--- config.mk ---
export PLATFORM = sky130hd
export DESIGN_NAME = gn3_hash
export DESIGN_NICKNAME = d
export VERILOG_FILES = /design/src/hw/rtl/gn3_pkg.sv /design/src/hw/rtl/gn3_hash.sv
export SDC_FILE = /design/constraint.sdc
export NUM_CORES = 2
export LEC_CHECK = 0
export BUFFER_PORTS_ARGS = -buffer_cell sky130_fd_sc_hd__buf_4
export CAP_MARGIN = 20
export CORE_MARGIN = 3
export CORE_UTILIZATION = 50
export CTS_BUF_LIST = sky130_fd_sc_hd__clkbuf_4 sky130_fd_sc_hd__clkbuf_8
export DETAILED_ROUTE_END_ITERATION = 10
export GPL_TIMING_DRIVEN = 1
export HOLD_SLACK_MARGIN = 0.12
export MAX_ROUTING_LAYER = met4
export PLACE_DENSITY = 0.66
export SYNTH_ARGS = -nofsm -noshare
export SYNTH_HDL_FRONTEND = slang
export SYNTH_SLANG_ARGS = --single-unit
--- constraint.sdc ---
create_clock -name clk -period 24.5 [get_ports clk]
set_input_delay 4.9 -clock clk [delete_from_list [all_inputs] [get_ports clk]]
set_output_delay 4.9 -clock clk [all_outputs]
set_load 0.01 [all_outputs]
--- src/hw/rtl/gn3_pkg.sv ---
// shared types, constants and functions for the 3d gradient noise unit
`timescale 1ns / 1ps
package gn3_pkg;
  localparam logic [31:0] HASH_KX = 32'd374761393;
  localparam logic [31:0] HASH_KY = 32'd668265263;
  localparam logic [31:0] HASH_KZ = 32'd1274126177;
  localparam logic [31:0] HASH_KM = 32'd1103515245;
  localparam int unsigned HASH_SH1 = 13;
  localparam int unsigned HASH_SH2 = 16;
  localparam logic [31:0] SEED_RESET = 32'd12345;
  localparam int unsigned OUT_FRAC = 16;
  localparam int unsigned OUT_W = 18;
  localparam int unsigned CORNERS = 8;
  localparam logic [0:0] CFG_ADDR_SEED = 1'd0;

  typedef logic [3:0] grad_idx_t;
  typedef logic signed [1:0] grad_comp_t;

  typedef struct packed {
    grad_comp_t gx;
    grad_comp_t gy;
    grad_comp_t gz;
  } grad_t;

  function automatic grad_t grad_lookup(input grad_idx_t idx);
    grad_t g;
    case (idx)
      4'd0:    g = '{2'sd1, 2'sd1, 2'sd0};
      4'd1:    g = '{-2'sd1, 2'sd1, 2'sd0};
      4'd2:    g = '{2'sd1, -2'sd1, 2'sd0};
      4'd3:    g = '{-2'sd1, -2'sd1, 2'sd0};
      4'd4:    g = '{2'sd1, 2'sd0, 2'sd1};
      4'd5:    g = '{-2'sd1, 2'sd0, 2'sd1};
      4'd6:    g = '{2'sd1, 2'sd0, -2'sd1};
      4'd7:    g = '{-2'sd1, 2'sd0, -2'sd1};
      4'd8:    g = '{2'sd0, 2'sd1, 2'sd1};
      4'd9:    g = '{2'sd0, -2'sd1, 2'sd1};
      4'd10:   g = '{2'sd0, 2'sd1, -2'sd1};
      4'd11:   g = '{2'sd0, -2'sd1, -2'sd1};
      default: g = '{2'sd0, 2'sd0, 2'sd0};
    endcase
    return g;
  endfunction
endpackage

--- src/hw/rtl/gn3_hash.sv ---
// pipelined seeded corner hash, 32-bit value reduced modulo 12 into a gradient index
`timescale 1ns / 1ps
module gn3_hash (
  input  logic                 clk,
  input  logic                 en,
  input  logic [31:0]          cx,
  input  logic [31:0]          cy,
  input  logic [31:0]          cz,
  input  logic [31:0]          seed,
  output gn3_pkg::grad_idx_t   idx
);
  logic [31:0] px_r, py_r, pz_r;
  logic [31:0] h_r;
  logic [31:0] m_r;
  gn3_pkg::grad_idx_t idx_r;
  logic [31:0] hs, ms;

  // modulo 12: low two bits kept, upper part modulo 3 by digit folding
  function automatic gn3_pkg::grad_idx_t mod12(input logic [31:0] v);
    logic [5:0] s1;
    logic [3:0] s2;
    logic [2:0] s3;
    s1 = '0;
    for (int i = 1; i < 16; i++) s1 = s1 + 6'(v[2*i +: 2]);
    s2 = 4'(s1[5:4]) + 4'(s1[3:2]) + 4'(s1[1:0]);
    s3 = 3'(s2[3:2]) + 3'(s2[1:0]);
    if (s3 >= 3'd3) s3 = s3 - 3'd3;
    return {s3[1:0], v[1:0]};
  endfunction

  always_ff @(posedge clk) begin
    if (en) begin
      px_r <= (cx + seed) * gn3_pkg::HASH_KX;
      py_r <= (cy + seed * 32'd3) * gn3_pkg::HASH_KY;
      pz_r <= (cz + seed * 32'd7) * gn3_pkg::HASH_KZ;
    end
  end

  assign hs = px_r + py_r + pz_r;

  always_ff @(posedge clk) begin
    if (en) begin
      h_r <= hs ^ 32'($signed(hs) >>> gn3_pkg::HASH_SH1);
    end
  end

  always_ff @(posedge clk) begin
    if (en) begin
      m_r <= h_r * gn3_pkg::HASH_KM;
    end
  end

  assign ms = m_r ^ 32'($signed(m_r) >>> gn3_pkg::HASH_SH2);

  always_ff @(posedge clk) begin
    if (en) begin
      idx_r <= mod12(ms);
    end
  end

  assign idx = idx_r;
endmodule

# Yosys cells after proc, flatten, opt, wreduce, memory -nomap -nowiden

Cells that the tools add are included.

Word-level logic and storage cells: 39
Bits of input ports: 130
Output and inout port bits: 4
Register bits: 164

Order comparisons: 1
Bitwise operators: 2
$add $sub $neg: 23
Muxes and demuxes: 1
Multipliers: 6

Operators with widths:

| cell                                                                   | count |
|---|---|
| 32-bit adder                                                           | 5 |
| 32-bit by 31-bit multiplier with 32-bit output (second input constant) | 2 |
| 32-bit XOR                                                             | 2 |
| 6-bit by 2-bit adder with 6-bit output                                 | 10 |
| 32-bit by 2-bit multiplier with 32-bit output (second input constant)  | 1 |
| 32-bit by 29-bit multiplier with 32-bit output (second input constant) | 1 |
| 32-bit by 3-bit multiplier with 32-bit output (second input constant)  | 1 |
| 32-bit by 30-bit multiplier with 32-bit output (second input constant) | 1 |
| 2-bit by 2-bit adder with 3-bit output                                 | 3 |
| 3-bit by 2-bit adder with 4-bit output                                 | 2 |
| 5-bit by 2-bit adder with 6-bit output                                 | 1 |
| 4-bit by 2-bit adder with 5-bit output                                 | 1 |
| 3-bit by 2-bit >= comparator with 1-bit output (second input constant) | 1 |
| 2-bit 2-to-1 mux                                                       | 1 |
| 2-bit subtractor (second input constant)                               | 1 |

# Logic depth before layout (Yosys ltp)

Word-level depth: 20
Gate-level depth with buffers: 42
Gate-level depth less buffers: 41

# Worst setup path after synthesis

OpenSTA, ideal clock, no wires.

Path type: input to register
From: input seed[3]
To: register pz_r[31], data pin
Stages on the path: 39
Data required time: 24.232 ns
Path slack: 10.020 ns
Library setup time: 0.268 ns
Arrival time: 14.213 ns
Path buffers: 0
Cell sequence: fa_1 fa_1 ha_1 o21a_1 o21a_1 a2111oi_2 o31ai_1 a41o_1 a21o_1 a21oi_1 o21ai_0 a21o_1 a21o_1 a21oi_1 xnor2_1 ha_1 fa_1 fa_1 [3 not listed] fa_1 inv_1 fa_1 inv_1 fa_1 ha_1 xnor2_1 xnor2_1 xnor2_1 xnor2_1 xnor2_1 xnor2_1 xnor2_1 xnor3_1 xnor3_1 xnor2_1 xnor2_1 xnor3_1

Word-level cells in the longest chain between the ends: 3

RTL lines:

| item                                           | line           | RTL |
|---|---|---|
| start, declared                                | gn3_hash.sv:9  | `input logic [31:0] seed,` |
| 32-bit by 3-bit multiplier with 32-bit output  | gn3_hash.sv:35 | `pz_r <= (cz + seed * 32'd7) * gn3_pkg::HASH_KZ;` |
| 32-bit adder                                   | gn3_hash.sv:35 |  |
| 32-bit by 31-bit multiplier with 32-bit output | gn3_hash.sv:35 |  |
| end signal, assigned                           | gn3_hash.sv:35 |  |
| end, declared                                  | gn3_hash.sv:12 | `logic [31:0] px_r, py_r, pz_r;` |

Every way passes these cells.
A chain may end at the register's enable or synchronous reset.

# Final worst setup path

From: input seed[0]
To: register pz_r[31], data pin

The elaborated chain is that of the path after synthesis.

==> results_dict.tcl <==
set metrics [dict create \
    finalMaxSlewViolations 0 \
    wl_um 121000 \
    ctsHoldBuffers 0 \
    ys_types 90 \
    arrival_ps 15330 \
    wl_per_cell_um 19.9 \
    mostFrequentLayoutCells "inv_1 (1368), fa_1 (955), ha_1 (840), xnor2_1 (291), buf_4 (171)" \
    drt-initial-drc-count 1622 \
    startpoint_type "primary input" \
    synth_seq_cells 163 \
    cp_max_fo 6 \
    crit_slowest_cell "fa_1" \
    cp_top_family "adder cells" \
    grt_start_max_net_pins 94 \
    num_rows 113 \
    finalCritPeriodShare_pct 61.4 \
    ys.warnings.count 0 \
    clock_path_buffers 2 \
    firstDrtPassIters 5 \
    ys_seq_area_share_pct 10.1 \
    dieHeight_um 318 \
    worst_pin_slew_ps 1080 \
    postRouteAntennaNets 0 \
    synthCells 4608 \
    fp.dieW_um 318 \
    finalSetupViolCount 0 \
    nets 6715 \
    relSlewSlack_pct 27.9 \
    die_area_sq_um 101000 \
    pin_count 134 \
    max_stage_delay_ps 560 \
    insertion_delay_ps 520 \
    synth_largest_area_cell "fa_1" \
    clk_pin_slew_ps 110 \
    synth_edf_count 163 \
    cts_tree "done" \
    critical_path_class "in -> reg" \
    grt_pass1_wl_um 192000 \
    ys.flop_type "edfxtp_1" \
    clock.fmax_ghz 0.0665 \
    synth.avg_cell_area_sq_um 10.6 \
    drive_gt1_share_pct 5.37 \
    required_ps 24780 \
    final_hold_viol_count 0 \
    async_reset_ff_share_pct 0 \
    numPortBuffers 133 \
    critPathCaptureType "flip-flop" \
    cts_resized 0 \
    grt_usage_pct 25.5 \
    grt_pass1_vias 34100 \
    antenna_found_initial 2 \
    cts_setup_buffers 0 \
    drcViolationCount 0 \
    grt_remaining_overflow 0 \
    syn_to_final_growth_pct 6.66 \
    hpwlAfterDp_um 110000 \
    vias_per_cell 5.15 \
    maxCapViolCount 0 \
    fin_skew_ps 28.0 \
    syn-num-nets 6533 \
    root_buffer "clkbuf_8" \
    layout_commonest_cell "inv_1" \
    setup_tns_ps 0 \
    status "completed" \
    num_vias 31300 \
    synth_area_sq_um 48700 \
    cts_max_level 4 \
    synth_area_leaders "fa_1 (39%), ha_1 (22%), inv_1 (11%)" \
    min_period_ps 15050 \
    coreArea_sq_um 95700 \
    numCtsBuffers 17 \
    clock-sinks 163 \
    synth_top_area_share_pct 39.3 \
    cp_num_buf_inv 5 \
    gp_congestion 0.959 \
    initial_core_util_pct 50.9 \
    cp_common_cell "xnor2_1" \
    hold_path_class "reg -> reg" \
    grt_setup_unrepaired "no" \
]
-- Yosys cell counts, types with 6 or more instances --
cell	number
xnor2_2	6
nand4_1	14
nor2b_1	23
nor3_1	39
and3_1	13
fa_1	955
a21oi_1	145
a31oi_1	14
or2_2	7
o21ai_0	80
xnor2_1	291
a21o_1	80
or3_1	13
o211ai_1	12
nor2_1	106
nand3_1	35
o21bai_1	29
xor2_1	94
inv_1	1368
a211oi_1	9
xnor3_1	7
edfxtp_1	163
o21a_1	35
nand2_1	63
and2_1	9
ha_1	840
nand2b_1	26
-- layout make-up --
| type | instances | area, sq um |
|---|---|---|
| multi-input cells | 3067 | 38600 |
| fillers | 8406 | 43800 |
| diodes | 3 | 7.51 |
| well taps | 1265 | 1580 |
| clock buffers | 17 | 234 |
| clock inverters | 15 | 163 |
| repair buffers | 172 | 1290 |
| inverters | 1369 | 5140 |
| flip-flops and latches | 163 | 4890 |
-- layer usage --
layer / vias to the layer above / GRT usage [%] / share of wire (%)
li1: 14700 / - / -
met1: 15700 / 33.4 / 44
met2: 690 / 43.1 / 50
met3: 103 / 3.15 / 4.5
met4: 0 / 4.99 / 2.2
met5: - / - / 0
-- stage by stage --
step           setup WS, ps  utilization [%]  std cells  hold WS, ps  cell area (sq um)
2_1_floorplan         10020                -       4608          543              48700
3_3_place_gp           9120             53.8       6036          550              51500
3_5_place_dp           9000             53.8       6036          552              51500
4_1_cts                9550             54.2       6068          566              51900
5_1_grt                8980             54.2       6070          580              51900
6_report               9450             54.2       6071          561              51900
-- state kept, by name (all words and copies together), names as in the netlist --
name	cells
m_r	32
px_r	32
idx	4
h_r	31
pz_r	32
py_r	32
-- kinds of logic (layout without fill, tap and decap cells) --
| group | Yosys count | count (layout) | share of synthesized area [%] |
|---|---|---|---|
| adders and majority gates | 1795 | 1795 | 60.9 |
| other | 0 | 3 | 0 |
| muxes | 1 | 1 | 0.0206 |
| buffers and inverters | 1378 | 1573 | 10.6 |
| xor gates and xnor gates | 402 | 402 | 7.60 |
| AOI/OAI and AO/OA | 498 | 498 | 7.02 |
| and+or+nand+nor | 371 | 371 | 3.81 |
| DFF | 163 | 163 | 10.1 |
-- worst reg2reg max path, stage by stage (launching register included) --
cell and delay, ps:
edfxtp_1 590, ha_1 490, inv_1 90, fa_1 370, inv_1 90, fa_1 400
fa_1 510, inv_1 60, fa_1 490, inv_1 40, ha_1 270, inv_1 50
fa_1 480, inv_1 50, fa_1 470, ha_1 390, a21o_1 190, a21o_1 180
a21o_1 180, a2111o_1 360, a31oi_1 440, o211ai_1 210, a31oi_1 260, a211oi_1 150
a21o_1 200, a21oi_1 180, xnor2_1 110
-- final timing paths --
path | startpoint | endpoint | slack (ps) | cells after the start
worst max-delay path | seed[0] | pz_r[31] | 9450 | 40
worst min-delay path | m_r[0] | idx[0] | 560 | 1
worst max register to register | h_r[5] | m_r[31] | 16970 | 26
worst min register to register | m_r[0] | idx[0] | 560 | 1
Power is left out: the tool's default activity adds up to more than one toggle a clock period on the data nets, which glitch-free logic cannot reach.
